--- config.mk ---
export PLATFORM = sky130hd
export DESIGN_NAME = motor_command_line_parser_unit
export DESIGN_NICKNAME = d
export VERILOG_FILES = /design/src/mclp_pkg.sv /design/src/mclp_in_stage.sv /design/src/mclp_parse.sv /design/src/mclp_out_stage.sv /design/src/motor_command_line_parser_unit.sv
export SDC_FILE = /design/constraint.sdc
export NUM_CORES = 1
export LEC_CHECK = 0
export ABC_AREA = 1
export BUFFER_PORTS_ARGS = -buffer_cell sky130_fd_sc_hd__buf_2
export CORE_MARGIN = 5
export CORE_UTILIZATION = 60
export CTS_BUF_LIST = sky130_fd_sc_hd__clkbuf_4
export DETAILED_ROUTE_END_ITERATION = 7
export PLACE_DENSITY = 0.78
export SLEW_MARGIN = 20
export SYNTH_ARGS = -nofsm -noshare
export SYNTH_HDL_FRONTEND = slang
export SYNTH_SLANG_ARGS = --single-unit
--- constraint.sdc ---
create_clock -name i_clk -period 5.6 [get_ports i_clk]
set_input_delay 0.56 -clock i_clk [delete_from_list [all_inputs] [get_ports i_clk]]
set_output_delay 0.56 -clock i_clk [all_outputs]
set_load 0.1 [all_outputs]
--- src/mclp_pkg.sv ---
package mclp_pkg;

    // Line buffer capacity in bytes (9..128); the last slot is never filled
    localparam int LINE_CAPACITY = 64;
    localparam int POS_W         = $clog2(LINE_CAPACITY);
    localparam logic [POS_W-1:0] POS_LAST = POS_W'(LINE_CAPACITY - 1);

    // Keyword prefixes
    localparam int KW_COUNT  = 6;
    localparam int KW_MAXLEN = 8;
    localparam logic [POS_W-1:0] NUM_START = POS_W'(6);

    // Accumulator saturates at all ones
    localparam int ACC_W = 17;
    localparam logic [ACC_W-1:0] ACC_MAX = '1;

    // Reset values
    localparam logic [15:0] MAX_DUTY_RST = 16'd8999;
    localparam logic [15:0] DUTY_RST     = 16'd4500;
    localparam logic [3:0]  DIR_RST      = 4'd5;

    // Byte codes
    localparam logic [7:0] CH_LF    = 8'd10;
    localparam logic [7:0] CH_CR    = 8'd13;
    localparam logic [7:0] CH_SPACE = 8'd32;
    localparam logic [7:0] CH_TAB   = 8'd9;
    localparam logic [7:0] CH_VT    = 8'd11;
    localparam logic [7:0] CH_FF    = 8'd12;
    localparam logic [7:0] CH_MINUS = 8'h2D;
    localparam logic [7:0] CH_PLUS  = 8'h2B;
    localparam logic [7:0] CH_ZERO  = 8'h30;
    localparam logic [7:0] CH_NINE  = 8'h39;

    typedef enum logic [2:0] {
        CMD_FORWARD  = 3'd0,
        CMD_BACKWARD = 3'd1,
        CMD_LEFT     = 3'd2,
        CMD_RIGHT    = 3'd3,
        CMD_STOP     = 3'd4,
        CMD_SPEED    = 3'd5,
        CMD_UNKNOWN  = 3'd6
    } t_cmd;

    // Number parser phase, one-hot
    typedef enum logic [2:0] {
        NUM_BLANK = 3'b001,
        NUM_DIGIT = 3'b010,
        NUM_DONE  = 3'b100
    } t_num_phase;

    typedef struct packed {
        t_cmd        cmd;
        logic [3:0]  dir;
        logic [15:0] duty;
    } t_result;

    localparam logic [7:0] KW_TEXT [KW_COUNT][KW_MAXLEN] = '{
        '{8'h46, 8'h4F, 8'h52, 8'h57, 8'h41, 8'h52, 8'h44, 8'h00},  // FORWARD
        '{8'h42, 8'h41, 8'h43, 8'h4B, 8'h57, 8'h41, 8'h52, 8'h44},  // BACKWARD
        '{8'h4C, 8'h45, 8'h46, 8'h54, 8'h00, 8'h00, 8'h00, 8'h00},  // LEFT
        '{8'h52, 8'h49, 8'h47, 8'h48, 8'h54, 8'h00, 8'h00, 8'h00},  // RIGHT
        '{8'h53, 8'h54, 8'h4F, 8'h50, 8'h00, 8'h00, 8'h00, 8'h00},  // STOP
        '{8'h53, 8'h50, 8'h45, 8'h45, 8'h44, 8'h20, 8'h00, 8'h00}   // "SPEED "
    };

    localparam logic [POS_W-1:0] KW_LEN [KW_COUNT] = '{
        POS_W'(7), POS_W'(8), POS_W'(4), POS_W'(5), POS_W'(4), POS_W'(6)
    };

    localparam t_cmd KW_CMD [KW_COUNT] = '{
        CMD_FORWARD, CMD_BACKWARD, CMD_LEFT, CMD_RIGHT, CMD_STOP, CMD_SPEED
    };

    // Wheel direction bits for the four motion commands
    localparam logic [3:0] KW_DIR [4] = '{4'd5, 4'd10, 4'd6, 4'd9};

endpackage

--- src/mclp_in_stage.sv ---
module mclp_in_stage (
    input  logic       i_clk,
    input  logic       i_rst_n,
    input  logic       i_valid,
    output logic       o_ready,
    input  logic [7:0] i_data,
    output logic       o_valid,
    output logic [7:0] o_data,
    input  logic       i_take
);

    logic       r_valid;
    logic [7:0] r_data;

    // Slot frees when the parser takes the byte this cycle
    assign o_ready = !r_valid || i_take;
    assign o_valid = r_valid;
    assign o_data  = r_data;

    always_ff @(posedge i_clk) begin
        if (!i_rst_n) begin
            r_valid <= 1'b0;
        end else if (o_ready) begin
            r_valid <= i_valid;
        end
    end

    // Payload, no reset
    always_ff @(posedge i_clk) begin
        if (i_valid && o_ready) begin
            r_data <= i_data;
        end
    end

    a_take_needs_valid: assert property (@(posedge i_clk) disable iff (!i_rst_n)
        i_take |-> r_valid)
        else $error("in stage: take without a held byte");

endmodule

--- src/mclp_parse.sv ---
module mclp_parse (
    input  logic                i_clk,
    input  logic                i_rst_n,
    input  logic                i_valid,
    input  logic [7:0]          i_data,
    output logic                o_take,
    input  logic                i_out_free,
    output logic                o_res_valid,
    output mclp_pkg::t_result   o_res,
    input  logic                i_cfg_valid,
    input  logic [15:0]         i_cfg_data
);

    logic [mclp_pkg::POS_W-1:0]       r_pos,   n_pos;
    logic [mclp_pkg::KW_COUNT-1:0]    r_alive, n_alive;
    mclp_pkg::t_num_phase             r_phase, n_phase;
    logic                             r_neg,   n_neg;
    logic [mclp_pkg::ACC_W-1:0]       r_val,   n_val;
    logic [3:0]                       r_dir,   n_dir;
    logic [15:0]                      r_duty,  n_duty;
    logic [15:0]                      r_max_duty;

    logic                             is_term;
    logic                             is_blank;
    logic                             is_digit;
    logic                             has_result;
    logic                             feed_digit;
    logic [mclp_pkg::ACC_W+3:0]       mac;
    logic [mclp_pkg::ACC_W-1:0]       spd;
    mclp_pkg::t_cmd                   cmd;

    // Byte classes
    assign is_term  = (i_data == mclp_pkg::CH_LF) || (i_data == mclp_pkg::CH_CR);
    assign is_blank = (i_data == mclp_pkg::CH_SPACE) || (i_data == mclp_pkg::CH_TAB) ||
                      (i_data == mclp_pkg::CH_VT) || (i_data == mclp_pkg::CH_FF);
    assign is_digit = (i_data >= mclp_pkg::CH_ZERO) && (i_data <= mclp_pkg::CH_NINE);

    // Non-empty line end produces a result; stall only if the output is full
    assign has_result  = is_term && (r_pos != '0);
    assign o_take      = i_valid && (!has_result || i_out_free);
    assign o_res_valid = o_take && has_result;

    // value * 10 + digit, saturated
    assign mac = ({4'b0, r_val} << 3) + ({4'b0, r_val} << 1) +
                 {{(mclp_pkg::ACC_W){1'b0}}, i_data[3:0]};

    // Highest priority surviving full-length prefix
    always_comb begin
        cmd = mclp_pkg::CMD_UNKNOWN;
        for (int k = mclp_pkg::KW_COUNT - 1; k >= 0; k--) begin
            if (r_alive[k] && (r_pos >= mclp_pkg::KW_LEN[k])) begin
                cmd = mclp_pkg::KW_CMD[k];
            end
        end
    end

    // Clamped speed request
    assign spd = r_neg ? '0 : r_val;

    // Next state
    always_comb begin
        n_pos      = r_pos;
        n_alive    = r_alive;
        n_phase    = r_phase;
        n_neg      = r_neg;
        n_val      = r_val;
        n_dir      = r_dir;
        n_duty     = r_duty;
        feed_digit = 1'b0;

        if (is_term) begin
            // Apply the command, then start a fresh line
            if (has_result) begin
                case (cmd)
                    mclp_pkg::CMD_FORWARD,
                    mclp_pkg::CMD_BACKWARD,
                    mclp_pkg::CMD_LEFT,
                    mclp_pkg::CMD_RIGHT: begin
                        n_dir = mclp_pkg::KW_DIR[cmd[1:0]];
                    end
                    mclp_pkg::CMD_STOP: begin
                        n_duty = '0;
                    end
                    mclp_pkg::CMD_SPEED: begin
                        n_duty = ({1'b0, r_max_duty} < spd) ? r_max_duty : spd[15:0];
                    end
                    default: begin
                    end
                endcase
            end
            n_pos   = '0;
            n_alive = '1;
            n_phase = mclp_pkg::NUM_BLANK;
            n_neg   = 1'b0;
            n_val   = '0;
        end else if (r_pos < mclp_pkg::POS_LAST) begin
            // Prefix compare for this position
            for (int k = 0; k < mclp_pkg::KW_COUNT; k++) begin
                if ((r_pos < mclp_pkg::KW_LEN[k]) &&
                    (i_data != mclp_pkg::KW_TEXT[k][r_pos[2:0]])) begin
                    n_alive[k] = 1'b0;
                end
            end
            // Number text after the SPEED prefix
            if (r_pos >= mclp_pkg::NUM_START) begin
                case (r_phase)
                    mclp_pkg::NUM_BLANK: begin
                        if (!is_blank) begin
                            n_phase = mclp_pkg::NUM_DIGIT;
                            if (i_data == mclp_pkg::CH_MINUS) begin
                                n_neg = 1'b1;
                            end else if (i_data != mclp_pkg::CH_PLUS) begin
                                feed_digit = 1'b1;
                            end
                        end
                    end
                    mclp_pkg::NUM_DIGIT: begin
                        feed_digit = 1'b1;
                    end
                    default: begin
                    end
                endcase
                if (feed_digit) begin
                    if (is_digit) begin
                        n_val = (mac > {4'b0, mclp_pkg::ACC_MAX}) ? mclp_pkg::ACC_MAX
                                                                  : mac[mclp_pkg::ACC_W-1:0];
                    end else begin
                        n_phase = mclp_pkg::NUM_DONE;
                    end
                end
            end
            n_pos = r_pos + 1'b1;
        end
    end

    assign o_res.cmd  = cmd;
    assign o_res.dir  = n_dir;
    assign o_res.duty = n_duty;

    // State registers
    always_ff @(posedge i_clk) begin
        if (!i_rst_n) begin
            r_pos   <= '0;
            r_alive <= '1;
            r_phase <= mclp_pkg::NUM_BLANK;
            r_neg   <= 1'b0;
            r_val   <= '0;
            r_dir   <= mclp_pkg::DIR_RST;
            r_duty  <= mclp_pkg::DUTY_RST;
        end else if (o_take) begin
            r_pos   <= n_pos;
            r_alive <= n_alive;
            r_phase <= n_phase;
            r_neg   <= n_neg;
            r_val   <= n_val;
            r_dir   <= n_dir;
            r_duty  <= n_duty;
        end
    end

    // Duty clamp register
    always_ff @(posedge i_clk) begin
        if (!i_rst_n) begin
            r_max_duty <= mclp_pkg::MAX_DUTY_RST;
        end else if (i_cfg_valid) begin
            r_max_duty <= i_cfg_data;
        end
    end

    a_term_clears_line: assert property (@(posedge i_clk) disable iff (!i_rst_n)
        (o_take && is_term) |=> (r_pos == '0) && (r_alive == '1))
        else $error("parse: line state not cleared after terminator");

    a_pos_bound: assert property (@(posedge i_clk) disable iff (!i_rst_n)
        r_pos <= mclp_pkg::POS_LAST)
        else $error("parse: line position past capacity");

    a_stop_zeroes_duty: assert property (@(posedge i_clk) disable iff (!i_rst_n)
        (o_res_valid && (cmd == mclp_pkg::CMD_STOP)) |=> (r_duty == '0))
        else $error("parse: STOP did not zero duty");

endmodule

--- src/mclp_out_stage.sv ---
module mclp_out_stage (
    input  logic              i_clk,
    input  logic              i_rst_n,
    input  logic              i_load,
    input  mclp_pkg::t_result i_res,
    output logic              o_free,
    output logic              o_valid,
    input  logic              i_ready,
    output mclp_pkg::t_result o_res
);

    logic              r_valid;
    mclp_pkg::t_result r_res;

    // Register can load when empty or draining this cycle
    assign o_free  = !r_valid || i_ready;
    assign o_valid = r_valid;
    assign o_res   = r_res;

    always_ff @(posedge i_clk) begin
        if (!i_rst_n) begin
            r_valid <= 1'b0;
        end else if (o_free) begin
            r_valid <= i_load;
        end
    end

    always_ff @(posedge i_clk) begin
        if (i_load && o_free) begin
            r_res <= i_res;
        end
    end

    a_load_when_free: assert property (@(posedge i_clk) disable iff (!i_rst_n)
        i_load |-> o_free)
        else $error("out stage: load while full");

endmodule

--- src/motor_command_line_parser_unit.sv ---
// Result path: a line terminator goes through the input register, then the result register,
//   before its result shows at o_out_*.
// Throughput: one byte per cycle; the single-pass parse stalls only while the result
//   register holds a result not yet taken.
// Reset (synchronous, active low): empty line, direction 5, duty 4500, max_duty 8999.
module motor_command_line_parser_unit (
    input  logic        i_clk,
    input  logic        i_rst_n,
    input  logic        i_in_valid,
    output logic        o_in_ready,
    input  logic [7:0]  i_rx_data,
    output logic        o_out_valid,
    input  logic        i_out_ready,
    output logic [2:0]  o_command,
    output logic [3:0]  o_direction_bits,
    output logic [15:0] o_duty,
    input  logic        i_cfg_valid,
    output logic        o_cfg_ready,
    input  logic [15:0] i_cfg_data
);

    logic              byte_valid;
    logic [7:0]        byte_data;
    logic              take;
    logic              out_free;
    logic              res_valid;
    mclp_pkg::t_result res;
    mclp_pkg::t_result out_res;

    // Configuration write is always taken
    assign o_cfg_ready = 1'b1;

    mclp_in_stage u_in (
        .i_clk   (i_clk),
        .i_rst_n (i_rst_n),
        .i_valid (i_in_valid),
        .o_ready (o_in_ready),
        .i_data  (i_rx_data),
        .o_valid (byte_valid),
        .o_data  (byte_data),
        .i_take  (take)
    );

    mclp_parse u_parse (
        .i_clk       (i_clk),
        .i_rst_n     (i_rst_n),
        .i_valid     (byte_valid),
        .i_data      (byte_data),
        .o_take      (take),
        .i_out_free  (out_free),
        .o_res_valid (res_valid),
        .o_res       (res),
        .i_cfg_valid (i_cfg_valid),
        .i_cfg_data  (i_cfg_data)
    );

    mclp_out_stage u_out (
        .i_clk   (i_clk),
        .i_rst_n (i_rst_n),
        .i_load  (res_valid),
        .i_res   (res),
        .o_free  (out_free),
        .o_valid (o_out_valid),
        .i_ready (i_out_ready),
        .o_res   (out_res)
    );

    assign o_command        = out_res.cmd;
    assign o_direction_bits = out_res.dir;
    assign o_duty           = out_res.duty;

endmodule
==> Word-level counts from Yosys, hierarchy flattened <==
Memories as Yosys holds them, arrays and structs flattened.
Cells that the tools add are included.
Widths: inputs -> output; s select.
{ "totals": {"ff_bits": 102, "output_inout_bits": 26, "memories": 6, "rom_bits": 384} }
{ "classes": {"bitwise": 2, "order_cmp": 17, "reduce_logical": 53, "n_eq_ne": 22, "addsub": 3, "n_mux": 65} }
{ "memory_table": {"columns": ["name", "depth", "word_bits", "rd", "rd_clocked_by_memory_dff", "write_ports", "line_no", "text"], "rows": [
  ["(no name shown)", 8, 8, 1, 0, 0, "mclp_parse.sv:100", "(i_data != mclp_pkg::KW_TEXT[k][r_pos[2:0]])) begin"],
  ["(no name shown)", 8, 8, 1, 0, 0, "mclp_parse.sv:100", null],
  ["(no name shown)", 8, 8, 1, 0, 0, "mclp_parse.sv:100", null],
  ["(no name shown)", 8, 8, 1, 0, 0, "mclp_parse.sv:100", null],
  ["(no name shown)", 8, 8, 1, 0, 0, "mclp_parse.sv:100", null],
  ["(no name shown)", 8, 8, 1, 0, 0, "mclp_parse.sv:100", null]
]} }
{ "ops": {"columns": ["cell", "count"], "rows": [
  ["$mux 17", 7],
  ["$mux 8", 12],
  ["$mux 16", 3],
  ["$ne 8x8->1", 6],
  ["$eq 8x4->1 const B", 5],
  ["$mux 3", 12],
  ["$pmux 16 s2", 1],
  ["$ge 6x3->1 const B", 4],
  ["$lt 6x3->1 const B", 4],
  ["$mux 6", 4],
  ["$reduce_bool 2->1", 12],
  ["$add 20x18->21", 1],
  ["$add 21x4->21", 1],
  ["$gt 21x17->1 const B", 1],
  ["$reduce_and 3->1", 7],
  ["$mux 4", 5],
  ["$logic_and 1x1->1", 18],
  ["$mux 1", 18],
  ["$lt 16x17->1", 1],
  ["$eq 8x6->1 const B", 2],
  ["$eq 3x2->1 const B", 3],
  ["$bmux 4 s2", 1],
  ["$ge 8x6->1 const B", 1],
  ["$le 8x6->1 const B", 1],
  ["22 further kinds", 32]
]} }

==> Logic depth before layout (Yosys ltp) <==
Gate-level depths: netlist of run 1.
{ "depth": {"depth_word": 15, "mapped_depth": 21, "mapped_depth_nobuf": 21} }

==> Modules after synthesis <==
A second synthesis of run 1 with hierarchy kept.
{ "hier_totals": {"cells_unflattened": 972, "area_unflattened_um2": 7108.1} }
{ "by_module_without_submodules": {"columns": ["module", "n_inst", "area_per_inst_um2", "seq_area_each_um2", "cells_each"], "rows": [
  ["mclp_parse", 1, 6063.3, 1381.3, 925],
  ["mclp_out_stage", 1, 742.0, 710.7, 30],
  ["mclp_in_stage", 1, 291.5, 260.2, 15],
  ["motor_command_line_parser_unit", 1, 11.3, 0.0, 2]
]} }

==> Worst setup path before layout of run 1 <==
No wires, ideal clock.
{ "synth_path": {"path_kind": "register -> register", "startpoint": "register u_parse.r_pos[0] (netlist name)", "endpoint": "register u_out.r_res (netlist bit u_out.o_res[0]), enable pin", "t_required_ps": 5196, "setup_ps": 404, "stages_incl_launch_ff": 10, "t_arrival_ps": 2489, "path_slack_ps": 2707, "path_cell_list": "dfxtp_1 -> inv_1 -> ha_1 -> inv_2 -> nor2_2 -> nand2_1 -> nand3_4 -> nand2_4 -> buf_2 -> nor2_1"} }
{ "synth_via": {"elab_chain_len": 7} }
{ "synth_lines": {"columns": ["element", "line_no", "text"], "rows": [
  ["start: declaration", "mclp_parse.sv:14", "logic [mclp_pkg::POS_W-1:0] r_pos, n_pos;"],
  ["start signal: assignment", "mclp_parse.sv:151", "r_pos <= n_pos;"],
  ["$reduce_bool 6->1 (*)", "mclp_parse.sv:39", "assign has_result = is_term && (r_pos != '0);"],
  ["$logic_and 1x1->1 (*)", "mclp_parse.sv:39", null],
  ["$logic_not 1->1", "mclp_parse.sv:40", "assign o_take = i_valid && (!has_result || i_out_free);"],
  ["$logic_or 1x1->1", "mclp_parse.sv:40", null],
  ["$logic_and 1x1->1", "mclp_parse.sv:40", null],
  ["$logic_and 1x1->1 (*)", "mclp_parse.sv:41", "assign o_res_valid = o_take && has_result;"],
  ["$logic_and 1x1->1 (*)", "mclp_out_stage.sv:29", "if (i_load && o_free) begin"],
  ["end signal: assignment", "mclp_out_stage.sv:30", "r_res <= i_res;"],
  ["end: declaration", "mclp_out_stage.sv:13", "mclp_pkg::t_result r_res;"]
]} }
Every way passes the cells marked *; elsewhere a longest branch is shown, timed or not.
A chain may end at the register's enable or synchronous reset.

==> impl_results.md, run 1 <==
* Status: completed
* Starting Density at 0.620
* Bufs and invs on worst path at 3
* GRT Resource Usage Total at 0.229
* Crit path DAT at 3.88 ns
* Sequential share of power at 0.560
* Sw Share at 0.280
* Peak supply drop at 0.000190 V
* Clock Tree Buf Depth at 2
* Worst setup SP type: flip-flop
* FP Rows at 39
* Post-place instance area at 7380 um2
* Synth cell count leaders: nand2_1, inv_1, nor2_1
* Setup Viol. Count Final at 0
* PwrDens at 192 nW/um2
* Critical path peak fanout at 25
* Routed vias at 6381
* YS warnings at 0
* Fin Setup TNS at 0 ns
* Slew HR at 0.399
* Critical path endpoint category: flip-flop
* Slew @ Worst Pin at 0.901 ns
* Seq/Total Area, Yosys at 0.330
* Worst path max stage delay at 0.94 ns
* IO buf count at 53
* Worst hold path class: input pin to flip-flop
* Die area at 14200 um2
* Core ar. at 11500 um2
* Critical path, cell by cell: nand2_1 > nand2_1 > nand2_1 > o21ai_0 > nand2_1 > a21boi_0 > inv_1 > ha_1 > nor2_1 > inv_1 > nor3_1 > nor2_1 > nand2_1 > nand2_1 > o21ai_1 > inv_1
* Post-layout minimum cycle time at 3.63 ns
* FF-to-FF setup slack at 1.97 ns
* CTS sink count at 102
* Synth area leader: dfxtp_1
* Critical path type: flip-flop to flip-flop
* Worst-Skew Late Latency at 0.49 ns
* Die Width at 119 um
* H-tree levels at 3
* Hold_ws at 0.258 ns
* Share of cells above drive strength 1 at 0.142
* Mean post-synth cell area at 7.28 um2
* Final Cycle Share at 0.648
* CP most frequent cell: nand2_1
* WL/cell at 13.5 um
* Flops & latches, synth at 102
* CP top delay family: simple AND/OR/NAND/NOR gates
* CTS Buf Count at 9
* LEAKAGE at 3.75 nW
* Die height at 119 um
* Mapped Cells at 980
* Placer Congestion at 0.918
* Synth-to-layout area growth at 5.87%
* Clock-pin slew on the worst setup and hold paths at 0.16 ns
* Unrepaired setup endpoints after global routing: no
* IO Pins at 55
* R2r worst-path depth at 16
* Layout Cells excl Fill at 1160
* Largest net degree at the start of global routing at 35
* Final Util at 0.656
* Synth cell types at 49
* Top-count cell post-synth: nand2_1
* Number of synthesized flops with an enable pin at 31
* Clock power frac at 0.310
* Crit path required time at 5.85 ns
* Final Slew Violations at 0
* Initial antenna violation count at 0
* Remaining Overflow, GRT at 0
* Synth top area cells: dfxtp_1, nand2_1, edfxtp_1
* P_sw at 0.406 mW
* Cts repair resizes at 0
* Synth Flop Type: dfxtp_1
* First-pass DRT Iterations at 7
* Antenna cells at 0
* Final Cell Area at 7560 um2
* Max-Cap Viols at 0
* Residual DRC at 0
* Async set-reset flop share out of synthesis at 0
* Internal at 1.04 mW
* Post-place setup slack at 2.02 ns
* Count of final hold-check violations at 0
* Number of global-route vias before repair at 5815
* Hold depth at 1
* Hold endpoint: u_in.o_data[2]
* Placed cells at 1144
* Total Power at 1.45 mW
* Synth Cell Area at 7140 um2
* Clk_skew at 0.0244 ns
* Hold-fix buffers at CTS at 0
* Worst reg2reg startpoint: u_parse.r_pos[2]
* Slowest cell on crit path: dfxtp_1
* NumNets Final at 1103
* Setup ws final at 1.97 ns
* DR iter-0 viols at 527
* TritonCTS clock tree: built
* R2r endpoint: u_out.o_res[17]
* Post-synth top area share at 0.199
* First-pass GRT wire length at 27500 um
* Fmax at 0.276 GHz
* Dpl hpwl at 12100 um
* Wirelength, routed at 15700 um
* Vias/cell at 5.50
* Post-CTS setup buffers at 0
* Gate power share at 0.130
* Mapped Nets at 1071
* Clk root buf: clkbuf_4
* Final ANT Viol Nets at 0
* Hold_sp: i_rx_data[2]
==> power by group through the flow <==
stage | combinational [mW] | sequential [mW] | clock, mW
3_5_place_dp | 0.185 | 0.828 | 0
6_report | 0.188 | 0.813 | 0.450
3_3_place_gp | 0.182 | 0.828 | 0
4_1_cts | 0.186 | 0.812 | 0.458
2_1_floorplan | 0.157 | 0.817 | 0
5_1_grt | 0.217 | 0.816 | 0.490
==> how the worst max path moves through the flow <==
stage | startpoint | endpoint | slack [ns] | depth (start not counted)
6_report | u_parse.r_pos[2] | u_out.o_res[17] | 1.97 | 16
3_3_place_gp | u_parse.r_pos[2] | u_out.o_res[17] | 2.16 | 16
3_5_place_dp | u_parse.r_pos[2] | u_out.o_res[17] | 2.02 | 16
5_1_grt | u_parse.r_pos[2] | u_out.o_res[17] | 1.41 | 16
2_1_floorplan | u_parse.r_pos[0] | u_out.o_res[0] | 2.71 | 9
4_1_cts | u_parse.r_pos[2] | u_out.o_res[17] | 2.00 | 16
==> metal layers <==
layer / wire [um] / track usage / part of all wire / vias up
met5: 0 / 0 / 0 / -
met4: 134 / 0.0485 / 0.0085 / 0
met3: 890 / 0.0403 / 0.057 / 15
met2: 6960 / 0.356 / 0.44 / 155
met1: 7720 / 0.334 / 0.49 / 2897
li1: - / - / - / 3314
==> flip-flops by register name, summed over array words and instances, names as in the netlist <==
name                count
u_in.o_data             8
u_in.o_valid            1
u_out.o_res            23
u_out.o_valid           1
u_parse.r_alive         6
u_parse.r_dir           4
u_parse.r_duty         16
u_parse.r_max_duty     16
u_parse.r_neg           1
u_parse.r_phase         3
u_parse.r_pos           6
u_parse.r_val          17
==> cell families after synthesis <==
| kind of cell | synth area share |
|---|---|
| DFF | 0.330 |
| AOI/OAI and AO/OA | 0.120 |
| xor gates and xnor gates | 0.0331 |
| and+or+nand+nor | 0.317 |
| buffers and inverters | 0.0892 |
| adders and majority gates | 0.111 |
| other | 0.000525 |
==> cells in the final DEF (no fill, tap or decap), drive strengths merged, types with 37 or more instances in the layout <==
cell and count:
nand3 77, inv 113, ha 60, a21oi 78, nor2 83, buf 54, o21ai 54, nand4 37
dfxtp 71, nand2 278
==> final cells by class <==
class,instances,area [um2]
Multi-Input combinational cell,734,4160
Fill cell,1050,3960
Sequential cell,102,2350
Inverter,111,424
Timing Repair Buffer,54,273
Tap cell,143,179
Clock inverter,7,105
Clock buffer,9,67.6
(Power assumes the default switching activity.)
==> run 2, diff against run 1 <==
--- a/config.mk
+++ b/config.mk
@@ -5,13 +5,13 @@
 export SDC_FILE = /design/constraint.sdc
 export NUM_CORES = 1
 export LEC_CHECK = 0
-export ABC_AREA = 1
+export ABC_AREA = 0
 export BUFFER_PORTS_ARGS = -buffer_cell sky130_fd_sc_hd__buf_2
 export CORE_MARGIN = 5
-export CORE_UTILIZATION = 60
+export CORE_UTILIZATION = 56
 export CTS_BUF_LIST = sky130_fd_sc_hd__clkbuf_4
 export DETAILED_ROUTE_END_ITERATION = 7
-export PLACE_DENSITY = 0.78
+export PLACE_DENSITY = 0.76
 export SLEW_MARGIN = 20
 export SYNTH_ARGS = -nofsm -noshare
 export SYNTH_HDL_FRONTEND = slang
==> constraint.sdc (replaced) <==
create_clock -name i_clk -period 3.19 [get_ports i_clk]
set_input_delay 0.319 -clock i_clk [delete_from_list [all_inputs] [get_ports i_clk]]
set_output_delay 0.319 -clock i_clk [all_outputs]
set_load 0.1 [all_outputs]
==> impl_results.md, run 2 <==
* R2r endpoint: u_parse.r_val[0] (was u_out.o_res[17])
* Worst path max stage delay at 0.45 ns (was 0.94 ns)
* Setup Viol. Count Final at 0 (unchanged)
* PwrDens at 325 nW/um2 (was 192 nW/um2)
* Clock-pin slew on the worst setup and hold paths at 0.15 ns (was 0.16 ns)
* Slew @ Worst Pin at 0.675 ns (was 0.901 ns)
* Clock Tree Buf Depth at 2 (unchanged)
* Clk root buf: clkbuf_4 (unchanged)
* Synth cell types at 85 (was 49)
* Vias/cell at 6.02 (was 5.50)
* Post-place instance area at 7200 um2 (was 7380 um2)
* Largest net degree at the start of global routing at 45 (was 35)
* Placer Congestion at 0.914 (was 0.918)
* Worst hold path class: input pin to flip-flop (unchanged)
* Critical path peak fanout at 7 (was 25)
* DR iter-0 viols at 533 (was 527)
* Seq/Total Area, Yosys at 0.358 (was 0.330)
* Initial antenna violation count at 1 (was 0)
* FP Rows at 39 (unchanged)
* Core ar. at 11500 um2 (about the same)
* R2r worst-path depth at 13 (was 16)
* Slew HR at 0.538 (was 0.399)
* Starting Density at 0.573 (was 0.620)
* Top-count cell post-synth: nand2_1 (unchanged)
* Slowest cell on crit path: edfxtp_1 (was dfxtp_1)
* Share of cells above drive strength 1 at 0.214 (was 0.142)
* CTS sink count at 102 (unchanged)
* WL/cell at 17.0 um (was 13.5 um)
* Synth cell count leaders: nand2_1, dfxtp_1, ha_1 (was nand2_1, inv_1, nor2_1)
* Remaining Overflow, GRT at 0 (unchanged)
* Commonest non-fill, non-tap cells in the layout: nand2_1, dfxtp_1, ha_1 (was nand2_1, inv_1, nor2_1)
* Mapped Cells at 710 (was 980)
* Critical path endpoint category: flip-flop (unchanged)
* Synth area leader: dfxtp_1 (unchanged)
* LEAKAGE at 3.15 nW (was 3.75 nW)
* Final Cycle Share at 0.996 (was 0.648)
* Final Slew Violations at 0 (unchanged)
* CTS Buf Count at 9 (unchanged)
* First-pass GRT wire length at 26900 um (was 27500 um)
* Launch point of the critical path: u_in.o_data[3] (was u_parse.r_pos[2])
* Wirelength, routed at 16000 um (was 15700 um)
* Number of synthesized flops with an enable pin at 31 (unchanged)
* Routed vias at 5659 (was 6381)
* Commonest non-fill, non-tap cell in the layout: nand2_1 (unchanged)
* Final ANT Viol Nets at 0 (unchanged)
* Dpl hpwl at 12100 um (about the same)
* Mean post-synth cell area at 9.25 um2 (was 7.28 um2)
* Die Width at 118 um (was 119 um)
* Hold endpoint: u_in.o_data[2] (unchanged)
* Synth Cell Area at 6570 um2 (was 7140 um2)
* IO buf count at 53 (unchanged)
* Fmax at 0.315 GHz (was 0.276 GHz)
* Die area at 14000 um2 (was 14200 um2)
* Crit path required time at 3.56 ns (was 5.85 ns)
* CP top delay family: compound AO/OA/AOI/OAI gates (was simple AND/OR/NAND/NOR gates)
* H-tree levels at 3 (unchanged)
* Number of flip-flops in the largest register at 23 (unchanged)
* Peak supply drop at 0.000363 V (was 0.000190 V)
* Flops & latches, synth at 102 (unchanged)
* Die height at 118 um (was 119 um)
* Layout Cells excl Fill at 940 (was 1160)
* Worst reg2reg startpoint: u_in.o_data[3] (was u_parse.r_pos[2])
* Unrepaired setup endpoints after global routing: yes (was no)
* Number of global-route vias before repair at 5391 (was 5815)
* Count of final hold-check violations at 0 (unchanged)
* YS warnings at 0 (unchanged)
* IO Pins at 55 (unchanged)
* Mapped Nets at 801 (was 1071)
* NumNets Final at 882 (was 1103)
* Hold_ws at 0.0294 ns (was 0.258 ns)
* Worst-Skew Late Latency at 0.48 ns (was 0.49 ns)
* Worst setup SP type: flip-flop (unchanged)
* First-pass DRT Iterations at 6 (was 7)
* Residual DRC at 0 (unchanged)
* Hold_sp: i_rx_data[2] (unchanged)
* Max-Cap Viols at 0 (unchanged)
* Placed cells at 915 (was 1144)
* Final Cell Area at 7470 um2 (was 7560 um2)
* Clk_skew at 0.0244 ns (about the same)
* Synth-to-layout area growth at 13.8% (was 5.87%)
* Async set-reset flop share out of synthesis at 0 (unchanged)
* Crit path DAT at 3.55 ns (was 3.88 ns)
* Post-synth top area share at 0.216 (was 0.199)
* Synth top area cells: dfxtp_1, edfxtp_1, ha_1 (was dfxtp_1, nand2_1, edfxtp_1)
* GRT Resource Usage Total at 0.231 (was 0.229)
* Post-layout minimum cycle time at 3.18 ns (was 3.63 ns)
* Hold depth at 1 (unchanged)
* Status: completed (unchanged)
* FF-to-FF setup slack at 0.01 ns (was 1.97 ns)
* Critical path type: flip-flop to flip-flop (unchanged)
* Bufs and invs on worst path at 3 (unchanged)
* Synth Flop Type: dfxtp_1 (unchanged)
* TritonCTS clock tree: built (unchanged)
* Critical path, cell by cell: inv_4 > fa_1 > inv_2 > ha_4 > a21o_1 > nand4_1 > a21oi_2 > o21a_2 > or3b_4 > a2111oi_4 > buf_4 > nor2b_4 > a221o_2 (was nand2_1 > nand2_1 > nand2_1 > o21ai_0 > nand2_1 > a21boi_0 > inv_1 > ha_1 > nor2_1 > inv_1 > nor3_1 > nor2_1 > nand2_1 > nand2_1 > o21ai_1 > inv_1)
## run 2: metal layers
layer | global-route usage | vias to the layer above | routed length [um] | share of wire
li1 | - | 2792 | - | -
met3 | 0.0415 | 20 | 998 | 0.062
met2 | 0.366 | 184 | 7250 | 0.45
met5 | 0 | - | 0 | 0
met1 | 0.323 | 2663 | 7480 | 0.47
met4 | 0.0688 | 0 | 277 | 0.017
## run 2: cell type report
type                            instances  area (um2)
Clock inverter                          6        66.3
Tap cell                              143         179
Antenna cell                            1        2.50
Multi-Input combinational cell        554        4040
Inverter                               18        70.1
Timing Repair Buffer                  106         677
Fill cell                             953        4000
Clock buffer                           10        75.1
Sequential cell                       102        2360
## run 2: stage by stage
step | utilization | total power, mW | setup TNS (ns) | worst slack, ns
floorplan | - | 1.66 | -1.35 | -0.128
finish | 0.652 | 2.43 | 0 | 0.0130
global placement | 0.628 | 1.74 | 0 | 0.0311
detailed placement | 0.628 | 1.75 | 0 | 0.00490
global route | 0.652 | 2.53 | -1.34 | -0.111
CTS | 0.645 | 2.44 | 0 | 0.0139
## run 2: worst max-delay path by stage
stage                            end  slack, ns  cells after the start
finish              u_parse.r_val[0]       0.01                     13
global route        u_parse.r_val[3]      -0.11                     13
CTS                 u_parse.r_val[0]       0.01                     13
detailed placement  u_parse.r_val[0]      0.005                     12
global placement    u_parse.r_val[0]       0.03                     12
floorplan           u_parse.r_val[4]      -0.13                     14
## run 2: what timing repair did
action / CTS / global route
endpoints found under the setup margin: 2 / 52
pin swaps: 3 / 8
setup buffers: 1 / 2
resized for setup: 1 / 18
hold buffers: 3 / 1
endpoints found under the hold margin: 3 / 1
cloned: 1 / 0
## run 2: cells by family (layout without fill, tap and decap cells)
logic type / Yosys count / after routing / share of synthesized area
AO/OA/AOI/OAI: 189 / 189 / 0.211
XOR/XNOR: 32 / 32 / 0.0427
adder cells (fa/ha/maj): 62 / 62 / 0.120
buffers and inverters: 55 / 140 / 0.0379
flip-flops: 102 / 102 / 0.358
multiplexers: 24 / 24 / 0.0370
other: 1 / 2 / 0.000571
AND/OR/NAND/NOR: 245 / 246 / 0.192
## run 2: report_power, final
group          switching (mW)  internal (mW)
combinational           0.180          0.139
sequential             0.0414           1.37
clock                   0.441          0.254
